File: src/rtl/core/tgarle_pkg.sv
// ----------------------------------------------------------------------------
// tgarle_pkg
// Shared types and constants for the Targa run-length pixel decoder.
// ----------------------------------------------------------------------------
`default_nettype none

package tgarle_pkg;

  // Configuration register indexes
  localparam logic CFG_RLE_ENABLE   = 1'b0;
  localparam logic CFG_PIXEL_FORMAT = 1'b1;

  // Reset values of the configuration registers
  localparam logic       RLE_ENABLE_RST = 1'b0;

  typedef enum logic [1:0] {
    FMT_GREY8  = 2'd0,
    FMT_RGB555 = 2'd1,
    FMT_BGR24  = 2'd2,
    FMT_BGRA32 = 2'd3
  } pix_fmt_e;

  localparam pix_fmt_e PIXEL_FORMAT_RST = FMT_BGR24;

  // Packet header fields
  localparam int unsigned HDR_REPEAT_BIT = 7;

  typedef struct packed {
    logic [7:0]  red;
    logic [7:0]  green;
    logic [7:0]  blue;
    logic [15:0] pixel_code;
    logic [7:0]  repeat_count;
  } pix_t;

endpackage : tgarle_pkg

`default_nettype wire

File: src/rtl/core/tgarle_byte_if.sv
// ----------------------------------------------------------------------------
// tgarle_byte_if
// Valid/ready channel carrying one pixel-data byte per transaction.
// ----------------------------------------------------------------------------
`default_nettype none

interface tgarle_byte_if;
  logic       valid;
  logic       ready;
  logic [7:0] data_byte;

  modport source (output valid, output data_byte, input ready);
  modport sink   (input valid, input data_byte, output ready);
endinterface : tgarle_byte_if

`default_nettype wire

File: src/rtl/core/tgarle_pix_if.sv
// ----------------------------------------------------------------------------
// tgarle_pix_if
// Valid/ready channel carrying one decoded pixel per transaction.
// ----------------------------------------------------------------------------
`default_nettype none

interface tgarle_pix_if;
  logic        valid;
  logic        ready;
  logic [7:0]  red;
  logic [7:0]  green;
  logic [7:0]  blue;
  logic [15:0] pixel_code;
  logic [7:0]  repeat_count;

  modport source (output valid, output red, output green, output blue,
                  output pixel_code, output repeat_count, input ready);
  modport sink   (input valid, input red, input green, input blue,
                  input pixel_code, input repeat_count, output ready);
endinterface : tgarle_pix_if

`default_nettype wire

File: src/rtl/core/tgarle_decode.sv
// ----------------------------------------------------------------------------
// tgarle_decode
// Packet and pixel assembly state; decodes one byte per step.
// ----------------------------------------------------------------------------
`default_nettype none

module tgarle_decode
  import tgarle_pkg::*;
(
  input  wire logic       clk_i,
  input  wire logic       rst_ni,
  input  wire logic       step_i,
  input  wire logic [7:0] byte_i,
  input  wire logic       rle_en_i,
  input  wire pix_fmt_e   fmt_i,
  output logic            res_valid_o,
  output pix_t            res_o
);

  logic        need_hdr_q, need_hdr_d;
  logic [7:0]  left_q, left_d;
  logic        rpt_q, rpt_d;
  logic [1:0]  pos_q, pos_d;
  logic [23:0] gath_q, gath_d;

  logic       is_hdr;
  logic       is_gather;
  logic       is_emit;
  logic [7:0] left_dec;
  logic [7:0] lo;

  assign is_hdr    = rle_en_i && need_hdr_q;
  assign is_gather = !is_hdr && (pos_q < fmt_i);
  assign is_emit   = !is_hdr && !is_gather;
  assign left_dec  = (left_q != 8'd0) ? left_q - 8'd1 : left_q;
  assign lo        = gath_q[7:0];

  always_comb begin
    need_hdr_d = need_hdr_q;
    left_d     = left_q;
    rpt_d      = rpt_q;
    pos_d      = pos_q;
    gath_d     = gath_q;
    res_o      = '0;
    res_o.repeat_count = 8'd1;

    case (fmt_i)
      FMT_GREY8: begin
        res_o.red        = byte_i;
        res_o.green      = byte_i;
        res_o.blue       = byte_i;
        res_o.pixel_code = {8'd0, byte_i};
      end
      FMT_RGB555: begin
        res_o.red        = {3'd0, byte_i[6:2]};
        res_o.green      = {3'd0, byte_i[1:0], lo[7:5]};
        res_o.blue       = {3'd0, lo[4:0]};
        res_o.pixel_code = {byte_i, lo};
      end
      FMT_BGR24: begin
        res_o.red   = byte_i;
        res_o.green = gath_q[15:8];
        res_o.blue  = gath_q[7:0];
      end
      FMT_BGRA32: begin
        res_o.red   = gath_q[23:16];
        res_o.green = gath_q[15:8];
        res_o.blue  = gath_q[7:0];
      end
      default: begin
        res_o.red = byte_i;
      end
    endcase

    if (is_hdr) begin
      rpt_d      = byte_i[HDR_REPEAT_BIT];
      left_d     = {1'b0, byte_i[6:0]} + 8'd1;
      need_hdr_d = 1'b0;
    end else if (is_gather) begin
      case (pos_q)
        2'd0:    gath_d[7:0]   = byte_i;
        2'd1:    gath_d[15:8]  = byte_i;
        2'd2:    gath_d[23:16] = byte_i;
        default: gath_d        = gath_q;
      endcase
      pos_d = pos_q + 2'd1;
    end else begin
      pos_d = 2'd0;
      if (rle_en_i) begin
        if (rpt_q) begin
          res_o.repeat_count = (left_q != 8'd0) ? left_q : 8'd1;
          left_d     = 8'd0;
          need_hdr_d = 1'b1;
        end else begin
          left_d = left_dec;
          if (left_dec == 8'd0) begin
            need_hdr_d = 1'b1;
          end
        end
      end
    end
  end

  assign res_valid_o = is_emit;

  always_ff @(posedge clk_i or negedge rst_ni) begin
    if (!rst_ni) begin
      need_hdr_q <= 1'b1;
      left_q     <= 8'd0;
      rpt_q      <= 1'b0;
      pos_q      <= 2'd0;
      gath_q     <= 24'd0;
    end else if (step_i) begin
      need_hdr_q <= need_hdr_d;
      left_q     <= left_d;
      rpt_q      <= rpt_d;
      pos_q      <= pos_d;
      gath_q     <= gath_d;
    end
  end

endmodule : tgarle_decode

`default_nettype wire

File: src/rtl/core/tgarle_out_reg.sv
// ----------------------------------------------------------------------------
// tgarle_out_reg
// Result register driving the pixel output channel.
// ----------------------------------------------------------------------------
`default_nettype none

module tgarle_out_reg
  import tgarle_pkg::*;
(
  input  wire logic       clk_i,
  input  wire logic       rst_ni,
  input  wire logic       load_i,
  input  wire pix_t       data_i,
  output logic            free_o,
  tgarle_pix_if.source    pix_o
);

  logic valid_q;
  pix_t data_q;

  // Slot can take a new result when empty or being drained this cycle
  assign free_o = !valid_q || pix_o.ready;

  always_ff @(posedge clk_i or negedge rst_ni) begin
    if (!rst_ni) begin
      valid_q <= 1'b0;
    end else if (load_i) begin
      valid_q <= 1'b1;
    end else if (pix_o.ready) begin
      valid_q <= 1'b0;
    end
  end

  always_ff @(posedge clk_i) begin
    if (load_i) begin
      data_q <= data_i;
    end
  end

  assign pix_o.valid        = valid_q;
  assign pix_o.red          = data_q.red;
  assign pix_o.green        = data_q.green;
  assign pix_o.blue         = data_q.blue;
  assign pix_o.pixel_code   = data_q.pixel_code;
  assign pix_o.repeat_count = data_q.repeat_count;

endmodule : tgarle_out_reg

`default_nettype wire

File: src/rtl/core/tga_rle_pixel_decoder.sv
// ----------------------------------------------------------------------------
// tga_rle_pixel_decoder
// Targa pixel-data decoder with optional run-length packets.
//
// byte_i takes one pixel-data byte per transaction; pix_o gives one
// transaction per completed pixel (RGB, raw code word, repeat count).
// A repeat packet yields one pixel carrying the full count.
// Configuration (rle_enable, pixel_format) is written through cfg_we_i /
// cfg_idx_i / cfg_data_i while no byte is in flight.
// Throughput: one byte per cycle while pix_o.ready is high.
// Path: an accepted byte is held in the input register, decoded from there
// and loaded into the result register when the result slot is free; its
// pixel is offered on pix_o straight from the result register.
// Stall: while the result register holds an untaken pixel the input
// register holds its byte; byte_i.ready drops once the input register is
// full and cannot advance.
// Reset: packet state waits for a header, no byte gathered, rle_enable 0,
// pixel_format bgr24, both channels empty.
// ----------------------------------------------------------------------------
`default_nettype none

module tga_rle_pixel_decoder
  import tgarle_pkg::*;
(
  input  wire logic       clk_i,
  input  wire logic       rst_ni,
  input  wire logic       cfg_we_i,
  input  wire logic       cfg_idx_i,
  input  wire logic [1:0] cfg_data_i,
  tgarle_byte_if.sink     byte_i,
  tgarle_pix_if.source    pix_o
);

  logic       rle_en_q;
  pix_fmt_e   fmt_q;
  logic       in_valid_q;
  logic [7:0] in_byte_q;
  logic       slot_free;
  logic       advance;
  logic       res_valid;
  pix_t       res;

  always_ff @(posedge clk_i or negedge rst_ni) begin
    if (!rst_ni) begin
      rle_en_q <= RLE_ENABLE_RST;
      fmt_q    <= PIXEL_FORMAT_RST;
    end else if (cfg_we_i) begin
      case (cfg_idx_i)
        CFG_RLE_ENABLE:   rle_en_q <= cfg_data_i[0];
        CFG_PIXEL_FORMAT: fmt_q    <= pix_fmt_e'(cfg_data_i);
        default:          rle_en_q <= rle_en_q;
      endcase
    end
  end

  assign advance      = in_valid_q && slot_free;
  assign byte_i.ready = !in_valid_q || advance;

  always_ff @(posedge clk_i or negedge rst_ni) begin
    if (!rst_ni) begin
      in_valid_q <= 1'b0;
    end else if (byte_i.ready) begin
      in_valid_q <= byte_i.valid;
    end
  end

  always_ff @(posedge clk_i) begin
    if (byte_i.valid && byte_i.ready) begin
      in_byte_q <= byte_i.data_byte;
    end
  end

  tgarle_decode u_decode (
    .clk_i       (clk_i),
    .rst_ni      (rst_ni),
    .step_i      (advance),
    .byte_i      (in_byte_q),
    .rle_en_i    (rle_en_q),
    .fmt_i       (fmt_q),
    .res_valid_o (res_valid),
    .res_o       (res)
  );

  tgarle_out_reg u_out_reg (
    .clk_i  (clk_i),
    .rst_ni (rst_ni),
    .load_i (advance && res_valid),
    .data_i (res),
    .free_o (slot_free),
    .pix_o  (pix_o)
  );

  // A decoded pixel must show up on the output after the next edge
  assert property (@(posedge clk_i) disable iff (!rst_ni)
    advance && res_valid |=> pix_o.valid)
    else $error("decoded pixel not presented on output");

  // Full input register behind a stalled output must backpressure
  assert property (@(posedge clk_i) disable iff (!rst_ni)
    in_valid_q && pix_o.valid && !pix_o.ready |-> !byte_i.ready)
    else $error("input accepted while pipeline stalled");

  // Every pixel stands for at least one image pixel
  assert property (@(posedge clk_i) disable iff (!rst_ni)
    pix_o.valid |-> pix_o.repeat_count != 8'd0)
    else $error("zero repeat count on output");

endmodule : tga_rle_pixel_decoder

`default_nettype wire

File: src/flat_wrapper.sv
// flat-port wrapper written by rule: the top's interface ports become plain ports
module tga_rle_pixel_decoder_flat import tgarle_pkg::*;
  (clk_i, rst_ni, cfg_we_i, cfg_idx_i, cfg_data_i, byte_i_valid, byte_i_data_byte, byte_i_ready, pix_o_valid, pix_o_red, pix_o_green, pix_o_blue, pix_o_pixel_code, pix_o_repeat_count, pix_o_ready);
  tgarle_byte_if byte_i_i ();
  tgarle_pix_if pix_o_i ();
  input  wire logic clk_i;
  input  wire logic rst_ni;
  input  wire logic cfg_we_i;
  input  wire logic cfg_idx_i;
  input  wire logic [1:0] cfg_data_i;
  input wire logic [$bits(byte_i_i.valid)-1:0] byte_i_valid;
  input wire logic [$bits(byte_i_i.data_byte)-1:0] byte_i_data_byte;
  output wire logic [$bits(byte_i_i.ready)-1:0] byte_i_ready;
  output wire logic [$bits(pix_o_i.valid)-1:0] pix_o_valid;
  output wire logic [$bits(pix_o_i.red)-1:0] pix_o_red;
  output wire logic [$bits(pix_o_i.green)-1:0] pix_o_green;
  output wire logic [$bits(pix_o_i.blue)-1:0] pix_o_blue;
  output wire logic [$bits(pix_o_i.pixel_code)-1:0] pix_o_pixel_code;
  output wire logic [$bits(pix_o_i.repeat_count)-1:0] pix_o_repeat_count;
  input wire logic [$bits(pix_o_i.ready)-1:0] pix_o_ready;
  assign byte_i_i.valid = byte_i_valid;
  assign byte_i_i.data_byte = byte_i_data_byte;
  assign byte_i_ready = byte_i_i.ready;
  assign pix_o_valid = pix_o_i.valid;
  assign pix_o_red = pix_o_i.red;
  assign pix_o_green = pix_o_i.green;
  assign pix_o_blue = pix_o_i.blue;
  assign pix_o_pixel_code = pix_o_i.pixel_code;
  assign pix_o_repeat_count = pix_o_i.repeat_count;
  assign pix_o_i.ready = pix_o_ready;
  tga_rle_pixel_decoder u_core (.clk_i(clk_i), .rst_ni(rst_ni), .cfg_we_i(cfg_we_i), .cfg_idx_i(cfg_idx_i), .cfg_data_i(cfg_data_i), .byte_i(byte_i_i), .pix_o(pix_o_i));
endmodule
File: config.mk
export PLATFORM = sky130hd
export DESIGN_NAME = tga_rle_pixel_decoder_flat
export DESIGN_NICKNAME = d
export VERILOG_FILES = /design/src/rtl/core/tgarle_pkg.sv /design/src/rtl/core/tgarle_byte_if.sv /design/src/rtl/core/tgarle_pix_if.sv /design/src/rtl/core/tgarle_decode.sv /design/src/rtl/core/tgarle_out_reg.sv /design/src/rtl/core/tga_rle_pixel_decoder.sv /design/src/flat_wrapper.sv
export SDC_FILE = /design/constraint.sdc
export NUM_CORES = 1
export LEC_CHECK = 0
export BUFFER_PORTS_ARGS = -buffer_cell sky130_fd_sc_hd__buf_4
export CORE_ASPECT_RATIO = 1.25
export CORE_UTILIZATION = 30
export CTS_CLUSTER_SIZE = 24
export DETAILED_ROUTE_END_ITERATION = 8
export GPL_TIMING_DRIVEN = 0
export PLACE_DENSITY = 0.5
export SLEW_MARGIN = 40
export SYNTH_ARGS = -nofsm -noshare
export SYNTH_HDL_FRONTEND = slang
export SYNTH_SLANG_ARGS = --single-unit
File: constraint.sdc
create_clock -name clk_i -period 4.3 [get_ports clk_i]
set_clock_uncertainty 0.2 [all_clocks]
set_input_delay 0.86 -clock clk_i [delete_from_list [all_inputs] [get_ports clk_i]]
set_output_delay 0.86 -clock clk_i [all_outputs]
set_load 0.02 [all_outputs]
======== Yosys cells after proc, flatten, opt, wreduce, memory -nomap -nowiden ========
Cells that the tools add are included.
storage, ports and cells
  flip-flop bits (word level) ............. 97
  input bits .............................. 16
  output and inout port bits .............. 50
  word-level logic and storage cells ...... 76
operators by class
  add/subtract/negate cells ............... 3
  $lt $le $gt $ge ......................... 1
  equality and inequality tests ........... 6
  multiplexer cells ....................... 15
  bitwise gates (word level) .............. 5
  reductions and logical operators ........ 29
operators with widths
  kind                 count
  $pmux 24 s4          1
  $mux 8               5
  $pmux 16 s2          1
  $reduce_and 4->1     4
  $add 7x1->8 const B  1
  $logic_not 8->1      1
  $reduce_and 2->1     4
  $reduce_bool 8->1    1
  $sub 8x1->8 const B  1
  $mux 1               7
  $eq 2x2->1 const B   3
  $logic_and 1x1->1    6
  $not 1->1            5
  $reduce_or 5->1      1
  $eq 2x1->1 const B   2
  $logic_not 1->1      4
  $logic_not 2->1      2
  $reduce_bool 2->1    2
  $reduce_and 3->1     1
  $reduce_bool 3->1    1
  $add 2x1->2 const B  1
  $logic_or 1x1->1     2
  $lt 2x2->1           1
  $mux 2               1
  $ne 2x2->1 const B   1

======== Longest topological paths before layout ========
Gate-level depths: netlist of the first run.
  depth in word-level cells ............... 8
  mapped depth ............................ 8
  depth with buffers taken out ............ 7

======== Cells and area by module ========
A second synthesis of the first run with hierarchy kept.
second synthesis, totals
  cell total of the unflattened synthesis .. 348
  area total of the unflattened synthesis .. 4419.2 um^2
by module, submodules not included
  module                 instances  cells an instance  area each (um^2)  sequential area each (um^2)
  tgarle_decode          1          275                2509.9            902.1
  tgarle_out_reg         1          51                 1488.9            1466.4
  tga_rle_pixel_decoder  1          22                 420.4             341.6

======== Worst setup path after synthesis of the first run ========
No wires, ideal clock.
  kind .................................... flip-flop to flip-flop
  from .................................... reg u_core.fmt_q[1]
  to ...................................... reg u_core.u_out_reg.data_q (netlist bit u_core.u_out_reg.pix_o.blue[0]) (enable)
  library setup time ...................... 454 ps
  data arrival time ....................... 3495 ps
  required time ........................... 3646 ps
  path slack .............................. 151 ps
  stages on the path, launching flop included .. 7
  buffers on the path ..................... 2
  period minus slack after synthesis ...... 4149 ps
  path through ............................ dfstp_2 clkbuf_1 clkbuf_1 inv_1 ha_1 a21oi_1 nor2_1
between the ends
  longest elaborated chain between the ends .. 5
ends and longest elaborated chain
  what                               RTL line                     source
  start: declaration                 tga_rle_pixel_decoder.sv:35  pix_fmt_e fmt_q;
  start signal: assignment           tga_rle_pixel_decoder.sv:50  CFG_PIXEL_FORMAT: fmt_q <= pix_fmt_e'(cfg_data_i);
  $lt 2x2->1                         tgarle_decode.sv:33          assign is_gather = !is_hdr && (pos_q < fmt_i);
  $logic_and 1x1->1                  tgarle_decode.sv:33
  $logic_not 1->1                    tgarle_decode.sv:34          assign is_emit = !is_hdr && !is_gather;
  $logic_and 1x1->1                  tgarle_decode.sv:34
  $logic_and 1x1->1                  tga_rle_pixel_decoder.sv:87  .load_i (advance && res_valid),
  named net u_core.u_out_reg.load_i  tgarle_out_reg.sv:12         input wire logic load_i,
  end signal: assignment             tgarle_out_reg.sv:36         data_q <= data_i;
  end: declaration                   tgarle_out_reg.sv:19         pix_t data_q;
The timed path passes the listed nets, and every way through them passes these cells.
A chain may end at the register's enable or synchronous reset.

======== Worst setup path after layout of the first run ========
  from .................................... reg u_core.fmt_q[1]
  to ...................................... reg u_core.u_decode.left_q[0]
between the ends
  longest elaborated chain between the ends .. 4
ends and longest elaborated chain
  what                               RTL line              source
  $lt 2x2->1                         tgarle_decode.sv:33
  $logic_and 1x1->1                  tgarle_decode.sv:33
  $ne 2x2->1 (no source line)        n/a
  $reduce_and 3->1 (no source line)  n/a
  end signal: assignment             tgarle_decode.sv:115  left_q <= left_d;
  end: declaration                   tgarle_decode.sv:21   logic [7:0] left_q, left_d;
Every way passes these cells.

==> run_results.csv, run 1 <==
group,metric,value,unit
status,outcome,"complete, no violations",
worst_setup_path,cp_slowest_stage_delay,0.52,ns
synthesis,synth_top_area_share,38.3,%
power_and_ir_drop,switchingPower,0.00125,W
routing,highest_layer,"met4",
clocking,cts_htree_levels,3,
clocking,cts.sinks,97,
synthesis,async_flop_share,42.3,%
floorplanning,core,14300,sq um
placed_design,gp_congestion,0.933,
worst_setup_path,required,4.33,ns
timing,finalSetupViolCount,0,
routing,firstDrtPassIters,5,
placed_design,io_buffers,65,
clocking,post_cts_buffers,0,
layout,layout.nets,452,
synthesis,ys_seq_area_share,61.7,%
synthesis,postSynthAreaPerCell,12.5,sq um
global_route,grt_overflow,0,
routing,route.detailed.drc,0,
floorplanning,start_util,30.6,%
worst_setup_path,critPathBufInv,3,
synthesis,yosysTopAreaCell,"edfxtp_1",
timing,fin_ws,0.973,ns
placed_design,dp_hpwl,7.20,mm
global_route,antenna_found_initial,0,
power_and_ir_drop,power.density,662,nW/um^2
layout,area_growth,24.2,%
worst_setup_path,cp_cell_sequence,"clkbuf_1 > clkbuf_1 > inv_1 > ha_1 > a21oi_1 > a21o_1 > o21ai_1 > a221o_1",
global_route,grt_pass1_wl,15.8,mm
timing,worstMarginPinSlew,0.645,ns
routing,wl,10.2,mm
synthesis,yosys-top-cells-area,"edfxtp_1, dfrtp_1, mux2_2, a21oi_1, nand2_1",
routing,dr_wl_met3,404,um
layout,post-route-cell-area,5460,sq um
floorplanning,dieHeight,137,um
floorplanning,io_pins,66,
worst_setup_path,cp_slowest_cell,"dfstp_2",
timing,slew_viol_final,0,
clocking,root_buffer,"clkbuf_16",
floorplanning,dieArea,15100,sq um
clocking,cts_tree,"yes",
power_and_ir_drop,total_power,0.00361,W
routing,drtIter0Drc,126,
timing,finalCritPeriodShare,77.4,%
floorplanning,placementRows,49,
worst_setup_path,cp-end-kind,"flop",
clocking,cts_resized,0,
power_and_ir_drop,seq_power_share,42.2,%
routing,vias,2944,
clocking,cts_hold_buffers,0,
timing,rsz0062_at_grt,"false",
timing,hold_viol_final,0,
timing,relSlewSlack,56.6,%
floorplanning,die_w,110,um
synthesis,syn_inst,351,
routing,antenna_left,0,
layout,fill_cells,1431,
power_and_ir_drop,ir_drop,0.000250,V
synthesis,yosysWarnings,0,
synthesis,synth_nets,374,
clocking,clk_pin_slew,0.07,ns
worst_setup_path,path_max_fanout,10,
synthesis,yosysUniqueCellTypes,46,
global_route,first_global_vias,2948,
power_and_ir_drop,power_frac_clock,22.1,%
power_and_ir_drop,p_int,0.00236,W
timing,finalHoldWorstSlack,0.305,ns
worst_setup_path,crit_type,"reg2reg",
layout,drive_above_1_share,30.0,%
power_and_ir_drop,sw_frac_of_total,34.6,%
clocking,clockBufferDepth,2,
routing,viasPerCell,4.81,
synthesis,ys_seq_elements,97,
timing,fmax,0.301,GHz
layout,n_antenna_cell,0,
layout,final_cell_mix,"buf_4, edfxtp_1, dfrtp_1",
worst_setup_path,crit_family,"compound AO/OA/AOI/OAI gates",
global_route,grt.total_usage,14.6,%
clocking,clock_latency,0.34,ns
clocking,cts_made_buffers,9,
routing,route.met2.wl,5.21,mm
job,drv_cap,0,
layout,layout.cells.non_filler,612,
synthesis,synth_edf_count,56,
placed_design,pre_cts_ws,0.970,ns
worst_setup_path,setup.worst_path.start_class,"flop",
worst_setup_path,critPathArrivalTime,3.35,ns
power_and_ir_drop,share_comb_of_total_power,35.7,%
routing,wire_per_inst,16.7,um
timing,period_minus_slack,3.33,ns
synthesis,synthFlopType,"edfxtp_1",
placed_design,placedInstanceArea,5160,sq um
worst_setup_path,crit_path_frequent_cell,"clkbuf_1",
global_route,grt_max_degree,42,
placed_design,dp_cells,596,
synthesis,synth_area,4390,sq um
routing,wl_met1,4.39,mm
power_and_ir_drop,p_leak,2.16,nW
layout,final_common_cell,"buf_4",
hold_path,min-delay-path-class,"reg2reg",
synthesized netlist by cell type (all sizes together), types with 2 or more instances:
| cell | number |
|---|---|
| o21ai | 18 |
| a211oi | 2 |
| a22o | 4 |
| dfstp | 2 |
| and3 | 2 |
| nand2b | 8 |
| nor2 | 18 |
| xnor2 | 4 |
| nand3 | 9 |
| a21oi | 28 |
| a22oi | 2 |
| o31ai | 2 |
| ha | 7 |
| nand2 | 32 |
| buf | 4 |
| mux2 | 33 |
| mux2i | 6 |
| dfrtp | 39 |
| or2 | 2 |
| inv | 8 |
| nor2b | 7 |
| and2 | 17 |
| nand4 | 2 |
| nor3 | 7 |
| clkbuf | 13 |
| o22ai | 4 |
| xor2 | 3 |
| edfxtp | 56 |
per-layer routing:
layer  up-vias  GRT usage (%)
li1       1421              -
met1      1429           17.8
met5         -              0
met3        14           1.89
met4         0           7.24
met2        80           25.0
path summary, 6_finish.rpt:
kind	startpoint	to	slack, ns	depth (start not counted)
max	u_core.fmt_q[1]	u_core.u_decode.left_q[0]	0.97	8
max in group asynchronous	rst_ni	u_core.u_decode.gath_q[8]	3.20	1
min in group asynchronous	rst_ni	u_core.u_decode.left_q[4]	0.31	1
min	u_core.u_decode.gath_q[11]	u_core.u_decode.gath_q[11]	0.30	1
max reg2reg	u_core.fmt_q[1]	u_core.u_decode.left_q[0]	0.97	8
min reg2reg	u_core.u_decode.gath_q[11]	u_core.u_decode.gath_q[11]	0.30	1
per-stage QoR:
step                setup TNS, ns  util [%]
floorplan                       0         -
global placement           -57.69      35.6
detailed placement              0      36.0
CTS                             0      38.0
global route                    0      38.0
finish                          0      38.0
logic make-up after synthesis:
logic type | synth area share, %
AND/OR/NAND/NOR | 13.1
flip-flops | 61.7
AO/OA/AOI/OAI | 9.46
multiplexers | 9.83
buffers and inverters | 2.48
XOR/XNOR | 1.40
adder cells (fa/ha/maj) | 1.99
power groups by stage:
stage / clock (W) / combinational [W] / sequential (W)
2_1_floorplan: 0 / 0.000732 / 0.00165
3_3_place_gp: 0 / 0.00124 / 0.00155
3_5_place_dp: 0 / 0.00130 / 0.00154
4_1_cts: 0.000826 / 0.00130 / 0.00153
5_1_grt: 0.000861 / 0.00141 / 0.00156
6_report: 0.000797 / 0.00129 / 0.00152
state kept, by name, indices dropped and copies added, names as in the netlist, 2 cells and up:
name / flops
u_core.u_decode.gath_q: 24
u_core.u_out_reg.pix_o.pixel_code: 16
u_core.in_byte_q: 8
u_core.u_decode.left_q: 8
u_core.u_out_reg.pix_o.blue: 8
u_core.u_out_reg.pix_o.green: 8
u_core.u_out_reg.pix_o.red: 8
u_core.u_out_reg.pix_o.repeat_count: 8
u_core.fmt_q: 2
u_core.u_decode.pos_q: 2
cell type report:
type / instances / area (sq um) / share of cell area (%)
inverter: 8 / 30.0 / 0.550
clock buffer: 9 / 225 / 4.13
timing repair buffer: 67 / 531 / 9.72
tap: 178 / 223 / 4.08
multi-input combinational: 229 / 1590 / 29.1
buffer: 17 / 78.8 / 1.44
sequential: 97 / 2710 / 49.7
clock inverter: 7 / 71.3 / 1.31
(Power assumes the default switching activity.)
==> inputs of run 2 (changes only) <==
--- a/config.mk
+++ b/config.mk
@@ -11,7 +11,7 @@
 export CTS_CLUSTER_SIZE = 24
 export DETAILED_ROUTE_END_ITERATION = 8
 export GPL_TIMING_DRIVEN = 0
-export PLACE_DENSITY = 0.5
+export PLACE_DENSITY = 0.48
 export SLEW_MARGIN = 40
 export SYNTH_ARGS = -nofsm -noshare
 export SYNTH_HDL_FRONTEND = slang
==> constraint.sdc (replaced) <==
create_clock -name clk_i -period 3.09 [get_ports clk_i]
set_clock_uncertainty 0.2 [all_clocks]
set_input_delay 0.618 -clock clk_i [delete_from_list [all_inputs] [get_ports clk_i]]
set_output_delay 0.618 -clock clk_i [all_outputs]
set_load 0.02 [all_outputs]
==> run_results.csv, run 2 (synthesized netlist as in run 1, its figures left out) <==
group,metric,value,unit
status,outcome,"complete, no violations",
power_and_ir_drop,ir_drop,0.000312,V
routing,dr_wl_met3,331,um
clocking,cts_htree_levels,3,
routing,antenna_left,0,
worst_setup_path,critPathBufInv,3,
layout,final_cell_mix,"buf_4, edfxtp_1, dfrtp_1",
timing,fin_ws,0.220,ns
clocking,cts_made_buffers,9,
worst_setup_path,cp_slowest_cell,"dfstp_2",
clocking,cts_hold_buffers,0,
hold_path,min-delay-path-class,"in2async",
clocking,cts.sinks,97,
timing,period_minus_slack,2.87,ns
global_route,antenna_found_initial,0,
layout,largest_register_ff_count,24,
floorplanning,start_util,30.6,%
clocking,clockBufferDepth,2,
layout,multiInputGateArea,1600,sq um
routing,route.met2.wl,5.37,mm
worst_setup_path,crit_type,"reg2reg",
timing,finalSetupViolCount,0,
power_and_ir_drop,power.density,918,nW/um^2
worst_setup_path,r2r-start,"u_core.fmt_q[1]",
layout,final_common_cell,"buf_4",
global_route,grt_max_degree,42,
routing,wl_met1,4.35,mm
layout,top_register,"u_core.u_decode.gath_q",
routing,drtIter0Drc,90,
layout,layout.nets,452,
job,drv_cap,0,
timing,slew_viol_final,0,
placed_design,dp_hpwl,7.32,mm
worst_setup_path,crit_family,"compound AO/OA/AOI/OAI gates",
timing,hold_viol_final,0,
power_and_ir_drop,p_leak,2.16,nW
routing,vias,2900,
placed_design,io_buffers,65,
clocking,cts_tree,"yes",
placed_design,dp_cells,596,
worst_setup_path,required,3.12,ns
timing,fmax,0.348,GHz
timing,rsz0062_at_grt,"false",
global_route,grt.total_usage,14.5,%
worst_setup_path,cp_slowest_stage_delay,0.51,ns
routing,route.detailed.drc,0,
layout,seqCellArea,2710,sq um
worst_setup_path,path_max_fanout,10,
global_route,grt_pass1_wl,16.1,mm
clocking,clock_latency,0.34,ns
global_route,grt_overflow,0,
worst_setup_path,startpoint,"u_core.fmt_q[1]",
timing,relSlewSlack,52.7,%
timing,finalCritPeriodShare,92.9,%
clocking,clk_pin_slew,0.07,ns
floorplanning,die_w,110,um
clocking,post_cts_buffers,0,
floorplanning,dieHeight,137,um
floorplanning,core,14300,sq um
worst_setup_path,critPathArrivalTime,2.90,ns
floorplanning,io_pins,66,
worst_setup_path,cp_cell_sequence,"clkbuf_1 > clkbuf_2 > inv_1 > ha_1 > a21oi_2 > a21o_2 > o21ai_1 > a221o_1",
placed_design,gp_congestion,0.909,
routing,highest_layer,"met4",
layout,n_antenna_cell,0,
floorplanning,dieArea,15100,sq um
layout,drive_above_1_share,30.9,%
layout,layout.cells.non_filler,612,
placed_design,pre_cts_ws,-0.191,ns
floorplanning,placementRows,49,
routing,wire_per_inst,16.6,um
clocking,root_buffer,"clkbuf_16",
worst_setup_path,setup.worst_path.start_class,"flop",
layout,area_growth,24.2,%
layout,fill_cells,1436,
timing,worstMarginPinSlew,0.704,ns
routing,wl,10.2,mm
global_route,first_global_vias,2963,
worst_setup_path,cp-end-kind,"flop",
routing,firstDrtPassIters,4,
routing,viasPerCell,4.74,
layout,final_core_util,38.0,%
## run 2: cell count changes in the layout (fill, tap and decap cells not counted), moves of 2 or more
| cell | previous run | this run |
|---|---|---|
| a21oi_1 | 28 | 26 |
| clkinv_4 | 3 | 1 |
| a21oi_2 | 0 | 2 |
| clkinv_2 | 3 | 0 |
| inv_6 | 0 | 3 |
| inv_8 | 0 | 2 |
## run 2: repair_timing
item	CTS	global route
setup endpoints to repair	35	1
pin swaps	0	0
resized for setup	2	2
## run 2: power by group
group / switching, W / internal (W) / leakage, nW
registers: 0.000243 / 0.00187 / 1.02
clock network: 0.000516 / 0.000590 / 0.148
logic: 0.00101 / 0.000773 / 0.988
total: 0.00177 / 0.00324 / 2.16
## run 2: through the flow
| stage | hold slack, ns | TNS [ns] | instance area (sq um) | power [W] |
|---|---|---|---|---|
| after floorplan | 0.122 | 0 | 4400 | 0.00332 |
| final | 0.0551 | 0 | 5450 | 0.00501 |
| after global placement | 0.287 | -25.21 | 5110 | 0.00389 |
| after CTS | 0.0935 | 0 | 5450 | 0.00506 |
| after detailed placement | 0.294 | -2.31 | 5150 | 0.00394 |
| after global routing | 0.104 | 0 | 5450 | 0.00533 |
## run 2: path summary, 6_finish.rpt
check | end | slack [ns] | depth (start not counted)
worst max-delay path | u_core.u_decode.left_q[0] | 0.22 | 8
worst min-delay path | u_core.u_decode.left_q[1] | 0.06 | 1
worst max register to register | u_core.u_decode.left_q[0] | 0.22 | 8
worst min register to register | u_core.u_decode.gath_q[23] | 0.31 | 1
max in group asynchronous | u_core.u_decode.pos_q[0] | 2.24 | 1
min in group clk_i | u_core.in_byte_q[0] | 0.25 | 1
## run 2: area by class of cell
cell class	count	share of cell area (%)
Buffer	17	1.47
Clock buffer	10	4.38
Clock inverter	6	1.06
Inverter	8	0.551
Multi-Input combinational cell	229	29.3
Sequential cell	97	49.7
Tap cell	178	4.08
Timing Repair Buffer	67	9.50
## run 2: per-layer routing
| metal | track usage, % | vias to the layer above |
|---|---|---|
| met5 | 0 | - |
| met4 | 5.04 | 0 |
| li1 | - | 1422 |
| met2 | 25.9 | 52 |
| met1 | 17.4 | 1415 |
| met3 | 2.55 | 11 |
==> inputs of run 3 (changes only) <==
==> constraint.sdc (replaced) <==
create_clock -name clk_i -period 3.7 [get_ports clk_i]
set_clock_uncertainty 0.2 [all_clocks]
set_input_delay 0.74 -clock clk_i [delete_from_list [all_inputs] [get_ports clk_i]]
set_output_delay 0.74 -clock clk_i [all_outputs]
set_load 0.02 [all_outputs]
==> run_results.csv, run 3 (synthesized netlist as in run 1, its figures left out) <==
group,metric,value,unit
status,outcome,"complete, no violations",
floorplanning,start_util,30.6,%
timing,finalSetupViolCount,0,
layout,area_growth,24.6,%
worst_setup_path,setup.worst_path.start_class,"flop",
global_route,grt_max_degree,42,
global_route,grt_pass1_wl,16.2,mm
power_and_ir_drop,ir_drop,0.000283,V
worst_setup_path,cp-endpoint,"u_core.u_out_reg.pix_o.red[2]",
power_and_ir_drop,share_comb_of_total_power,35.4,%
routing,firstDrtPassIters,6,
routing,route.detailed.drc,0,
worst_setup_path,startpoint,"u_core.fmt_q[1]",
power_and_ir_drop,p_leak,2.16,nW
timing,relSlewSlack,52.6,%
timing,finalSetupTns,0,ns
floorplanning,die_w,110,um
layout,fill_cells,1412,
power_and_ir_drop,switchingPower,0.00147,W
global_route,met2_usage,25.8,%
routing,vias,2869,
hold_path,min-delay-path-class,"in2async",
layout,largest_register_ff_count,24,
global_route,antenna_found_initial,0,
placed_design,io_buffers,65,
worst_setup_path,r2r_slack,0.45,ns
clocking,clk_pin_slew,0.07,ns
power_and_ir_drop,power.density,773,nW/um^2
layout,n_antenna_cell,0,
worst_setup_path,r2r-start,"u_core.fmt_q[1]",
floorplanning,placementRows,49,
worst_setup_path,crit_type,"reg2reg",
global_route,first_global_vias,2953,
clocking,clockBufferDepth,2,
routing,wl,10.2,mm
layout,layout.nets,452,
clocking,cts_htree_levels,3,
layout,top_register,"u_core.u_decode.gath_q",
timing,hold_viol_final,0,
worst_setup_path,r2r_cells,8,
global_route,grt_overflow,0,
layout,final_cell_mix,"buf_4, edfxtp_1, dfrtp_1",
job,drv_cap,0,
layout,final_common_cell,"buf_4",
routing,wire_per_inst,16.6,um
routing,viasPerCell,4.69,
power_and_ir_drop,seq_power_share,41.7,%
power_and_ir_drop,power_frac_clock,22.8,%
layout,drive_above_1_share,30.0,%
worst_setup_path,timing.rr.end,"u_core.u_out_reg.pix_o.red[2]",
floorplanning,dieHeight,137,um
clocking,cts_tree,"yes",
floorplanning,io_pins,66,
clocking,clock_latency,0.35,ns
timing,rsz0062_at_grt,"false",
clocking,cts_hold_buffers,0,
floorplanning,core,14300,sq um
placed_design,dp_hpwl,7.32,mm
clocking,post_cts_buffers,0,
placed_design,pre_cts_ws,0.437,ns
routing,drtIter0Drc,80,
layout,final_core_util,38.1,%
global_route,grt.total_usage,14.8,%
power_and_ir_drop,p_int,0.00276,W
global_route,grt-busiest-layer,"met2",
clocking,cts.sinks,97,
worst_setup_path,critPathArrivalTime,3.10,ns
timing,period_minus_slack,3.25,ns
placed_design,gp_congestion,0.908,
worst_setup_path,path_max_fanout,22,
timing,worstMarginPinSlew,0.705,ns
global_route,met3_usage,2.70,%
timing,finalCritPeriodShare,87.9,%
power_and_ir_drop,sw_frac_of_total,34.8,%
routing,antenna_left,0,
floorplanning,dieArea,15100,sq um
clocking,root_buffer,"clkbuf_16",
power_and_ir_drop,total_power,0.00423,W
global_route,use_met1,17.9,%
clocking,cts_made_buffers,9,
worst_setup_path,required,3.55,ns
timing,slew_viol_final,0,
timing,fin_ws,0.448,ns
clocking,cts_resized,0,
timing,fmax,0.307,GHz
worst_setup_path,cp-end-kind,"flop",
-- run 3: final cells by class --
type | instances | area, sq um | share of cell area (%)
Clock buffer | 9 | 225 | 4.12
Timing Repair Buffer | 67 | 531 | 9.70
Buffer | 17 | 78.8 | 1.44
Tap cell | 178 | 223 | 4.07
Inverter | 8 | 30.0 | 0.549
Multi-Input combinational cell | 229 | 1590 | 29.0
Clock inverter | 7 | 86.3 | 1.58
Sequential cell | 97 | 2710 | 49.5
-- run 3: how the worst min path moves through the flow --
stage                                     from                          to  depth (start not counted)
finish                                  rst_ni   u_core.u_decode.left_q[1]                          1
global route                            rst_ni   u_core.u_decode.gath_q[3]                          1
CTS                                     rst_ni   u_core.u_decode.left_q[1]                          1
detailed placement  u_core.u_decode.gath_q[10]  u_core.u_decode.gath_q[10]                          1
global placement    u_core.u_decode.gath_q[20]  u_core.u_decode.gath_q[20]                          1
floorplan                               rst_ni             u_core.fmt_q[0]                          0
-- run 3: metrics by stage --
step / instance area [sq um] / hold slack (ns) / cells
global route: 5470 / 0.215 / 612
CTS: 5470 / 0.193 / 612
detailed placement: 5160 / 0.294 / 596
floorplan: 4390 / 0.244 / 351
global placement: 5100 / 0.287 / 594
finish: 5470 / 0.168 / 612
-- run 3: critical path: stages (launching register included) --
cell,delay [ns]
dfstp_2,0.51
clkbuf_1,0.19
clkbuf_1,0.47
inv_1,0.11
ha_1,0.33
a21oi_1,0.19
nor2_4,0.51
buf_16,0.22
buf_8,0.20
-- run 3: routing by layer --
layer | routed length [um] | vias to the layer above | part of all wire [%]
met5 | 0 | - | 0
met4 | 189 | 0 | 1.9
met3 | 347 | 16 | 3.4
met2 | 5270 | 59 | 52
met1 | 4350 | 1368 | 43
li1 | - | 1426 | -
-- run 3: power groups by stage --
| stage | Combinational [W] | Sequential, W | Clock, W |
|---|---|---|---|
| after floorplan | 0.000853 | 0.00192 | 0 |
| after global placement | 0.00145 | 0.00180 | 0 |
| after detailed placement | 0.00151 | 0.00179 | 0 |
| after CTS | 0.00151 | 0.00177 | 0.000999 |
| after global routing | 0.00165 | 0.00182 | 0.00103 |
| final | 0.00150 | 0.00177 | 0.000966 |
